$ cat src/rtl/core/tpdh_pkg.sv
// package for the triple press detector with hold timer
// holds register reset values, ring depth and configuration register indexes
// no dependencies
package tpdh_pkg;

  // field and register widths
  localparam int unsigned TimeW    = 32;
  localparam int unsigned CountW   = 16;
  localparam int unsigned CfgDataW = 32;
  localparam int unsigned CfgIdxW  = 2;

  // press ring
  localparam int unsigned RingDepth = 3;
  localparam int unsigned SlotW     = $clog2(RingDepth);

  // register reset values
  localparam logic [CountW-1:0] TimerPeriodRst = 16'd62499;
  localparam logic [CountW-1:0] DebounceMinRst = 16'd125;
  localparam logic [TimeW-1:0]  ClickWindowRst = 32'd15625;
  localparam logic [TimeW-1:0]  HoldSpanRst    = 32'd125000;

  // configuration register indexes
  typedef enum logic [CfgIdxW-1:0] {
    RegTimerPeriod = 2'd0,
    RegDebounceMin = 2'd1,
    RegClickWindow = 2'd2,
    RegHoldSpan    = 2'd3
  } cfg_reg_e;

  // item command codes
  localparam logic CmdEdge  = 1'b0;
  localparam logic CmdCheck = 1'b1;

endpackage

$ cat src/rtl/core/triple_press_detector_hold_unit.sv
// An accepted request passes the first stage register and then the result register.
// Throughput: one request per cycle unless the output stalls; the timestamp multiply
// sits in the first stage and the debounce, ring and hold checks in the second stage.
// A request is still taken while a result waits, as long as the first stage is free.
// Reset clears the press ring, edge state and hold start, and loads register defaults.
// top level of the triple press detector with hold timer
// depends on tpdh_pkg
module triple_press_detector_hold_unit (
  input  logic                            clk_i,
  input  logic                            rst_ni,
  // configuration write port
  input  logic                            cfg_we_i,
  input  logic [tpdh_pkg::CfgIdxW-1:0]    cfg_index_i,
  input  logic [tpdh_pkg::CfgDataW-1:0]   cfg_wdata_i,
  // input channel
  input  logic                            in_valid_i,
  output logic                            in_stall_o,
  input  logic                            command_i,
  input  logic [tpdh_pkg::CountW-1:0]     capture_count_i,
  input  logic [tpdh_pkg::TimeW-1:0]      overflow_count_i,
  // output channel
  output logic                            out_valid_o,
  input  logic                            out_stall_i,
  output logic                            in_hold_o,
  output logic                            press_stored_o,
  output logic                            triple_seen_o
);
  import tpdh_pkg::*;

  // configuration registers
  logic [CountW-1:0] timer_period_q;
  logic [CountW-1:0] debounce_min_q;
  logic [TimeW-1:0]  click_window_q;
  logic [TimeW-1:0]  hold_span_q;

  always_ff @(posedge clk_i or negedge rst_ni) begin
    if (!rst_ni) begin
      timer_period_q <= TimerPeriodRst;
      debounce_min_q <= DebounceMinRst;
      click_window_q <= ClickWindowRst;
      hold_span_q    <= HoldSpanRst;
    end else if (cfg_we_i) begin
      unique case (cfg_reg_e'(cfg_index_i))
        RegTimerPeriod: timer_period_q <= cfg_wdata_i[CountW-1:0];
        RegDebounceMin: debounce_min_q <= cfg_wdata_i[CountW-1:0];
        RegClickWindow: click_window_q <= cfg_wdata_i[TimeW-1:0];
        RegHoldSpan:    hold_span_q    <= cfg_wdata_i[TimeW-1:0];
        default: ;
      endcase
    end
  end

  // stage handshake
  logic s1_valid_q;
  logic out_valid_q;
  logic out_adv;
  logic s1_adv;
  logic in_accept;
  logic s2_fire;

  assign out_adv    = !out_valid_q || !out_stall_i;
  assign s1_adv     = !s1_valid_q || out_adv;
  assign in_stall_o = !s1_adv;
  assign in_accept  = in_valid_i && s1_adv;
  assign s2_fire    = s1_valid_q && out_adv;

  always_ff @(posedge clk_i or negedge rst_ni) begin
    if (!rst_ni) begin
      s1_valid_q  <= 1'b0;
      out_valid_q <= 1'b0;
    end else begin
      if (s1_adv) begin
        s1_valid_q <= in_valid_i;
      end
      if (out_adv) begin
        out_valid_q <= s1_valid_q;
      end
    end
  end

  // stage one: timestamp from capture and overflow count, wrapping
  logic [CountW+TimeW-1:0] prod;
  logic [TimeW-1:0]        time_d;
  logic [TimeW-1:0]        time_q;
  logic                    cmd_q;

  assign prod   = timer_period_q * overflow_count_i;
  assign time_d = prod[TimeW-1:0] + {{(TimeW-CountW){1'b0}}, capture_count_i};

  always_ff @(posedge clk_i) begin
    if (in_accept) begin
      time_q <= time_d;
      cmd_q  <= command_i;
    end
  end

  // detector state
  logic [TimeW-1:0] last_edge_q, last_edge_d;
  logic             awaiting_q, awaiting_d;
  logic [TimeW-1:0] ring_q [RingDepth];
  logic [TimeW-1:0] ring_d [RingDepth];
  logic [SlotW-1:0] slot_q, slot_d;
  logic [TimeW-1:0] hold_start_q, hold_start_d;

  // next slot after a given slot, wrapping at the ring depth
  function automatic logic [SlotW-1:0] slot_next(input logic [SlotW-1:0] s);
    slot_next = (s == SlotW'(RingDepth - 1)) ? '0 : s + SlotW'(1);
  endfunction

  // stage two: debounce, press capture, triple check and hold compare
  logic [SlotW-1:0] slot_cur;
  logic [TimeW-1:0] gap;
  logic [TimeW-1:0] oldest, middle, newest;
  logic [TimeW-1:0] diff1, diff2;
  logic [TimeW-1:0] hold_end;
  logic             pressed;
  logic             triple;
  logic             hold;
  logic [SlotW-1:0] slot_mid;

  always_comb begin
    // an out of range slot counts as slot zero
    slot_cur     = (slot_q >= SlotW'(RingDepth)) ? '0 : slot_q;
    last_edge_d  = last_edge_q;
    awaiting_d   = awaiting_q;
    ring_d       = ring_q;
    slot_d       = slot_cur;
    pressed      = 1'b0;
    gap          = time_q - last_edge_q;

    // accepted edges alternate between press and release
    if (cmd_q == CmdEdge && gap >= {{(TimeW-CountW){1'b0}}, debounce_min_q}) begin
      last_edge_d = time_q;
      if (awaiting_q) begin
        awaiting_d     = 1'b0;
        ring_d[slot_cur] = time_q;
        slot_d         = slot_next(slot_cur);
        pressed        = 1'b1;
      end else begin
        awaiting_d = 1'b1;
      end
    end

    // ring read oldest first from the write slot
    slot_mid = slot_next(slot_d);
    oldest   = ring_d[slot_d];
    middle   = ring_d[slot_mid];
    newest   = ring_d[slot_next(slot_mid)];
    diff1    = middle - oldest;
    diff2    = newest - middle;
    triple   = (diff1 < click_window_q) && (diff2 < click_window_q);
    hold_start_d = triple ? newest : hold_start_q;

    // hold lasts until hold start plus span, wrapping sum
    hold_end = hold_start_d + hold_span_q;
    hold     = time_q < hold_end;
  end

  always_ff @(posedge clk_i or negedge rst_ni) begin
    if (!rst_ni) begin
      last_edge_q  <= '0;
      awaiting_q   <= 1'b1;
      for (int i = 0; i < RingDepth; i++) begin
        ring_q[i] <= '0;
      end
      slot_q       <= '0;
      hold_start_q <= '0;
    end else if (s2_fire) begin
      last_edge_q  <= last_edge_d;
      awaiting_q   <= awaiting_d;
      ring_q       <= ring_d;
      slot_q       <= slot_d;
      hold_start_q <= hold_start_d;
    end
  end

  // result register
  logic in_hold_q;
  logic press_stored_q;
  logic triple_seen_q;

  always_ff @(posedge clk_i) begin
    if (s2_fire) begin
      in_hold_q      <= hold;
      press_stored_q <= pressed;
      triple_seen_q  <= triple;
    end
  end

  assign out_valid_o    = out_valid_q;
  assign in_hold_o      = in_hold_q;
  assign press_stored_o = press_stored_q;
  assign triple_seen_o  = triple_seen_q;

endmodule

$ cat config.mk
export PLATFORM = sky130hd
export DESIGN_NAME = triple_press_detector_hold_unit
export DESIGN_NICKNAME = d
export VERILOG_FILES = /design/src/rtl/core/tpdh_pkg.sv /design/src/rtl/core/triple_press_detector_hold_unit.sv
export SDC_FILE = /design/constraint.sdc
export NUM_CORES = 2
export LEC_CHECK = 0
export ABC_CLOCK_PERIOD_IN_PS = 19350
export BUFFER_PORTS_ARGS = -buffer_cell sky130_fd_sc_hd__clkbuf_2
export CORE_MARGIN = 4
export CORE_UTILIZATION = 29
export CTS_BUF_LIST = sky130_fd_sc_hd__clkbuf_4 sky130_fd_sc_hd__clkbuf_8 sky130_fd_sc_hd__clkbuf_16
export CTS_CLUSTER_SIZE = 14
export DETAILED_ROUTE_END_ITERATION = 7
export GPL_TIMING_DRIVEN = 1
export REMOVE_ABC_BUFFERS = 1
export SLEW_MARGIN = 20
export SYNTH_ARGS = -nofsm -noshare
export SYNTH_HDL_FRONTEND = slang
export SYNTH_SLANG_ARGS = --single-unit
$ cat constraint.sdc
create_clock -name clk_i -period 19.35 [get_ports clk_i]
set_input_delay 1.935 -clock clk_i [delete_from_list [all_inputs] [get_ports clk_i]]
set_output_delay 1.935 -clock clk_i [all_outputs]
set_load 0.05 [all_outputs]
# ---- After elaboration in Yosys (flattened, before gate mapping)
# Index checks and enable logic that the tools add are counted.
dict set report totals {
  regBits 297
  in_bits 88
  out_inout_bits 5
  elab_cells 88
}
dict set report classes {
  n_addsub 8
  multipliers 1
  magnitude_cmp 10
  n_eq_ne 6
  mux 23
  bitwise 5
  reduce_logical 17
}
# op n
set op_table {}
lappend op_table {{$mux 32} 8}
lappend op_table {{$bmux 32 s2} 3}
lappend op_table {{$mux 96} 2}
lappend op_table {{$bwmux 96} 1}
lappend op_table {{$lt 32x32->1} 3}
lappend op_table {{$sub 32x32->32} 3}
lappend op_table {{$demux 32 s2} 1}
lappend op_table {{$add 32x16->32} 1}
lappend op_table {{$add 32x32->32} 1}
lappend op_table {{$ge 32x16->1} 1}
lappend op_table {{$mul 16x32->32} 1}
lappend op_table {{$ge 3x3->1 const B} 4}
lappend op_table {{$mux 2} 6}
lappend op_table {{$not 2->3} 4}
lappend op_table {{$eq 2x2->1 const B} 5}
lappend op_table {{$reduce_and 2->1} 5}
lappend op_table {{$add 2x1->2 const B} 3}
lappend op_table {{$logic_and 1x1->1} 5}
lappend op_table {{$logic_not 1->1} 4}
lappend op_table {{$lt 3x1->1 const B} 1}
lappend op_table {{$eq 2x1->1 const B} 1}
lappend op_table {{$ge 2x2->1 const B} 1}
lappend op_table {{$logic_not 2->1} 1}
lappend op_table {{$logic_or 1x1->1} 2}
lappend op_table {{2 further kinds} 3}

# ---- Longest topological paths before layout
dict set report logic_depth {
  ltp_word 20
  mapped_depth 83
  ltp_nobuf 78
}

# ---- Worst setup path before layout
# Ideal clock, no wire load.
dict set report synth_path {
  kind {reg-to-reg}
  from {register time_q[1]}
  to {register in_hold_q, in the netlist in_hold_o (data pin)}
  setup_time_ns 0.146
  arrival_ns 13.691
  required_time_ns 19.204
  path_slack_ns 5.513
  stages_incl_launch_ff 76
  path_buffers 5
  period_less_slack_ns 13.837
  cell_sequence {edfxtp_1 -> ha_1 -> nor2b_1 -> o31a_1 -> o31ai_2 -> o211ai_1 -> o21a_1 -> o21ai_0 -> nand2b_1 -> a21oi_1 -> xnor2_1 -> ha_1 -> a2111oi_0 -> nand3_1 -> a2111oi_0 -> o2111ai_1 -> a2111oi_2 -> and4_1 -> [... 40 more ...] -> a21o_1 -> a211oi_1 -> o41ai_1 -> a31oi_1 -> a21oi_1 -> a21o_1 -> xnor2_1 -> ha_1 -> nor2b_1 -> o21ai_0 -> nand2b_1 -> a21oi_1 -> nor2b_1 -> o21ai_0 -> nand2b_1 -> a21oi_1 -> o31ai_1 -> a21oi_1}
}
dict set report synth_between {
  elab_chain_len 18
  word_cells_on_any_way 33
  classes_between {6 x add/sub; 4 x order compare; 2 x eq/ne; 16 x mux; 3 x bitwise; 2 x reduce/logical}
}
# item line_no
set synth_lines {}
lappend synth_lines {{from (decl)} triple_press_detector_hold_unit.sv:84} ;# logic [TimeW-1:0] time_q;
lappend synth_lines {{from (signal assigned)} triple_press_detector_hold_unit.sv:92} ;# time_q <= time_d;
lappend synth_lines {{$sub 32x32->32} triple_press_detector_hold_unit.sv:129} ;# gap = time_q - last_edge_q;
lappend synth_lines {{$ge 32x16->1} triple_press_detector_hold_unit.sv:132} ;# if (cmd_q == CmdEdge && gap >= {{(TimeW-CountW){1'b0}}, debounce_min_q}) begin
lappend synth_lines {{$logic_and 1x1->1} triple_press_detector_hold_unit.sv:132}
lappend synth_lines {{$mux 2} triple_press_detector_hold_unit.sv:132}
lappend synth_lines {{$add 2x1->2 / $eq 2x2->1 (equally long branches)} triple_press_detector_hold_unit.sv:107} ;# slot_next = (s == SlotW'(RingDepth - 1)) ? '0 : s + SlotW'(1);
lappend synth_lines {{$mux 2} triple_press_detector_hold_unit.sv:107}
lappend synth_lines {{$add 2x1->2 / $eq 2x2->1 (equally long branches)} triple_press_detector_hold_unit.sv:107}
lappend synth_lines {{$mux 2} triple_press_detector_hold_unit.sv:107}
lappend synth_lines {{[... 4 more ...]} n/a}
lappend synth_lines {{$sub 32x32->32} triple_press_detector_hold_unit.sv:150} ;# diff2 = newest - middle;
lappend synth_lines {{$lt 32x32->1} triple_press_detector_hold_unit.sv:151} ;# triple = (diff1 < click_window_q) && (diff2 < click_window_q);
lappend synth_lines {{$logic_and 1x1->1} triple_press_detector_hold_unit.sv:151}
lappend synth_lines {{$mux 32 *} triple_press_detector_hold_unit.sv:152} ;# hold_start_d = triple ? newest : hold_start_q;
lappend synth_lines {{net hold_start_d[0]} triple_press_detector_hold_unit.sv:103} ;# logic [TimeW-1:0] hold_start_q, hold_start_d;
lappend synth_lines {{$add 32x32->32 *} triple_press_detector_hold_unit.sv:155} ;# hold_end = hold_start_d + hold_span_q;
lappend synth_lines {{$lt 32x32->1 *} triple_press_detector_hold_unit.sv:156} ;# hold = time_q < hold_end;
lappend synth_lines {{net hold} triple_press_detector_hold_unit.sv:118} ;# logic hold;
lappend synth_lines {{to (signal assigned)} triple_press_detector_hold_unit.sv:184} ;# in_hold_q <= hold;
lappend synth_lines {{to (decl)} triple_press_detector_hold_unit.sv:178} ;# logic in_hold_q;
# The timed path passes the listed nets; every way through them passes the cells marked *. The select of a mux whose other input is x is not followed.
# A chain may end at the register's enable or synchronous reset.

# ---- Final worst setup path
dict set report layout_path {
  from {register time_q[5]}
  to {register in_hold_q, in the netlist in_hold_o (data pin)}
}
dict set report layout_between {
  elab_chain_len 18
  word_cells_on_any_way 33
  classes_between {6 x add/sub; 4 x order compare; 2 x eq/ne; 16 x mux; 3 x bitwise; 2 x reduce/logical}
}
# item line_no
set layout_lines {}
lappend layout_lines {{$sub 32x32->32} triple_press_detector_hold_unit.sv:129}
lappend layout_lines {{$ge 32x16->1} triple_press_detector_hold_unit.sv:132}
lappend layout_lines {{$logic_and 1x1->1} triple_press_detector_hold_unit.sv:132}
lappend layout_lines {{$mux 2} triple_press_detector_hold_unit.sv:132}
lappend layout_lines {{$add 2x1->2 / $eq 2x2->1 (equally long branches)} triple_press_detector_hold_unit.sv:107}
lappend layout_lines {{$mux 2} triple_press_detector_hold_unit.sv:107}
lappend layout_lines {{$add 2x1->2 / $eq 2x2->1 (equally long branches)} triple_press_detector_hold_unit.sv:107}
lappend layout_lines {{$mux 2} triple_press_detector_hold_unit.sv:107}
lappend layout_lines {{[... 5 more ...]} n/a}
lappend layout_lines {{$lt 32x32->1} triple_press_detector_hold_unit.sv:151}
lappend layout_lines {{$logic_and 1x1->1 *} triple_press_detector_hold_unit.sv:151}
lappend layout_lines {{net triple} triple_press_detector_hold_unit.sv:117} ;# logic triple;
lappend layout_lines {{$mux 32 *} triple_press_detector_hold_unit.sv:152}
lappend layout_lines {{net hold_start_d[4]} triple_press_detector_hold_unit.sv:103}
lappend layout_lines {{$add 32x32->32 *} triple_press_detector_hold_unit.sv:155}
lappend layout_lines {{$lt 32x32->1 *} triple_press_detector_hold_unit.sv:156}
lappend layout_lines {{net hold} triple_press_detector_hold_unit.sv:118}
# Marks and branches as above.

==> summary.txt <==
Timing
  – Slew margin rel.: 0.274
  – Final Cycle Share: 0.883
  – Min Tclk post-route: 17,080 ps
  – RSZ-0062 raised after global routing: no
  – Total negative slack: 0 ps
  – Setup Skew: ~23 ps
  – Pins Over Slew Limit: 0
  – Hold Vio Cnt, Final: 0
  – Final setup fails: 0
  – Worst-margin pin slew: roughly 1100 ps
  – Highest clock rate: 0.0585 GHz

Die
  – Initial Util: 0.294
  – Site Rows: 125
  – Die X: ~350 um
  – Core footprint: 117,000 um^2
  – Die height: ~350 um
  – Io pins: 93
  – Die area: 124,000 um^2

Routing
  – Final ANT Viol Nets: 0
  – Drt via density: 4.87
  – Detailed-route wire length: 91,800 um
  – DRC violations left: 0
  – First-pass detailed-route iteration total: 5
  – Per-cell routed wire length: 17.0 um
  – Total number of vias: 26,200
  – DR iter-0 viols: approximately 1,600

Critical path
  – CP top delay family: compound AO/OA/AOI/OAI gates
  – Worst-path maximum fanout: between 40 and 50
  – WS Path Type: reg -> reg
  – CP required: 19,750 ps
  – Slowest cell on crit path: o311ai_0
  – Setup crit end kind: flip-flop
  – CP arrival: 17,480 ps
  – Most used cell, CP: o21ai_0
  – Max stage delay on crit path: 650 ps
  – Buf/Inv on CP: 4
  – CP Launch Type: flip-flop

Clocking
  – Post-cts hold buffer count: 0
  – Max clock buf depth: 3
  – Post-CTS Resized: 0
  – Clock buffer count from CTS: 36
  – CTS tree: built
  – Number of H-tree levels: 2
  – CTS sink cnt: 297
  – CTS Root Buffer Type: clkbuf_16
  – Clk_lat worst skew: 560 ps
  – Clock transition at the registers of the reported paths: 60 ps
  – Post CTS Setup Buffer Count: 0

Layout
  – Post-route insts no fill: around 5,400
  – Footprint of the multi-input gates: 24,100 um^2
  – Filler cells: 12,000
  – Layout area overhead: 9.13%
  – Register Area: 7650 um^2
  – Layout cell share with drive strength beyond 1: 0.0999
  – Nets@finish: about 4,600

Synth
  – Post-synth EDFFs: 36
  – Register area share after synthesis: 0.223
  – Largest cells by area after synthesis: fa_1 (19%), dfrtp_1 (17%), ha_1 (12%), inv_1 (5.8%), nand2_1 (5.5%)
  – Synth top area share: 0.188
  – Predominant post-synthesis flop cell: dfrtp_1
  – Mean area per synthesized cell: 8.94 um^2
  – Post-Synthesis Cell Area: 34,300 um^2
  – Share of flip-flops with an asynchronous set or reset: 0.879
  – Yosys reg bits: 297
  – Number of distinct library cells after synthesis: between 70 and 80
  – Post-Syn Instances: 3,839
  – Cell taking the most area after synthesis: fa_1
  – Synth Warn #: 0

Global routing
  – Number of global-route vias before repair: 26,800
  – First-pass GRT wire length: between 100,000 and 150,000 um
  – Largest net degree at the start of global routing: between 100 and 150
  – Global Route Usage Sum: 0.147
  – Global route overflow: 0
  – Antenna violations before repair: 4

Hold path
  – Min-delay worst type: reg -> reg

Status
  – Outcome: finished clean

Placed design
  – Post-DP HPWL: 72,400 um
  – RD Place Congestion: 0.870
  – Post-Place Cells: approximately 5,300
  – Number of port buffers: 92

Run
  – Max-cap violations: 0
[per-stage QoR]
step                      hold slack (ps)  worst slack (ps)  area, um^2  utilization
after global placement                462              2600       36300        0.310
after global routing                  510               501       37500        0.321
after CTS                             481              2250       37400        0.320
final                                 480              2270       37500        0.321
after detailed placement              470              2340       36300        0.310
after floorplan                       449              1380       33700            -
[tightest hold or removal path: cells and delay by family (launching register included)]
| family | cells | cell delay, ps |
|---|---|---|
| AND/OR/NAND/NOR | 1 | 50 |
| AO/OA/AOI/OAI | 1 | 60 |
| flip-flops | 1 | 340 |
[cells in the mapped netlist (all sizes together) (4+ instances only)]
master	n
a2111oi	8
a211o	7
a211oi	19
a21boi	9
a21o	62
a21oi	243
a22o	8
a31oi	38
and2	145
and3	10
and4	5
buf	28
clkbuf	128
dfrtp	232
dfstp	29
edfxtp	36
fa	323
ha	318
inv	532
mux2	146
mux2i	152
nand2	502
nand2b	35
nand3	33
nand3b	7
nand4	17
nor2	227
nor2b	31
nor3	29
o2111ai	5
o211ai	17
o21a	26
o21ai	183
o21bai	17
o22ai	4
o31a	4
o31ai	9
o41ai	4
or2	6
or3	13
xnor2	110
xor2	44
[sequential cells by signal, summed over array words and instances (netlist names)]
register and cells:
slot_q 2, in_hold_o 1, hold_start_q 32, click_window_q 32, last_edge_q 32, hold_span_q 32
s1_valid_q 1, time_q 32, cmd_q 1, triple_seen_o 1, debounce_min_q 16, timer_period_q 16
press_stored_o 1, awaiting_q 1, out_valid_o 1, ring_q 96
[layout make-up]
type	count	share of cell area
Antenna cell	1	0.0000668
Tap cell	1524	0.0509
Inverter	532	0.0533
Sequential cell	297	0.204
Clock buffer	48	0.0275
Multi-Input combinational cell	2854	0.642
Timing Repair Buffer	115	0.0177
Clock inverter	16	0.00397
[cell usage in the layout (no fill, tap or decap), types with 31 or more instances in the layout]
cell type	instances
o21ai_0	162
a31oi_1	38
xor2_1	44
clkbuf_16	36
ha_1	318
mux2_2	146
and2_1	143
xnor2_1	110
a21o_1	60
nor2_1	225
a21oi_1	241
nand3_1	31
edfxtp_1	36
dfrtp_1	231
clkbuf_2	91
nand2b_1	35
nand2_1	501
nor2b_1	31
fa_1	323
mux2i_1	150
inv_1	531
[kinds of logic (layout without fill, tap and decap cells)]
family,Yosys count,count (layout),share of synthesized area
flops,297,297,0.223
other cells,0,1,0
simple gates,1071,1071,0.141
buf+inv,688,711,0.0775
xor+xnor,154,154,0.0393
compound gates,690,690,0.122
fa+ha+maj,641,641,0.304
mux,298,298,0.0929
[layer usage]
| metal | track usage | wire (um) |
|---|---|---|
| met1 | 0.215 | 45400 |
| met2 | 0.240 | 41500 |
| met3 | 0.0139 | 3450 |
| met4 | 0.0276 | 1520 |
| met5 | 0 | 12 |
[path summary, 6_finish.rpt]
| path | start | endpoint | slack [ps] | depth (start not counted) |
|---|---|---|---|---|
| setup / recovery | time_q[5]$_DFFE_PP_ | in_hold_o$_DFFE_PP_ | 2270 | 73 |
| hold / removal | hold_start_q[25]$_DFFE_PN0P_ | hold_start_q[25]$_DFFE_PN0P_ | 480 | 2 |
| setup reg to reg | time_q[5]$_DFFE_PP_ | in_hold_o$_DFFE_PP_ | 2270 | 73 |
| hold reg to reg | hold_start_q[25]$_DFFE_PN0P_ | hold_start_q[25]$_DFFE_PN0P_ | 480 | 2 |
| max in group asynchronous | rst_ni | awaiting_q$_DFFE_PN1P_ | 15700 | 4 |
| min in group asynchronous | rst_ni | s1_valid_q$_DFFE_PN0N_ | 1480 | 1 |
Power is not shown: default switching activity piles up to over one toggle a cycle in this logic, so the estimate is an artifact.
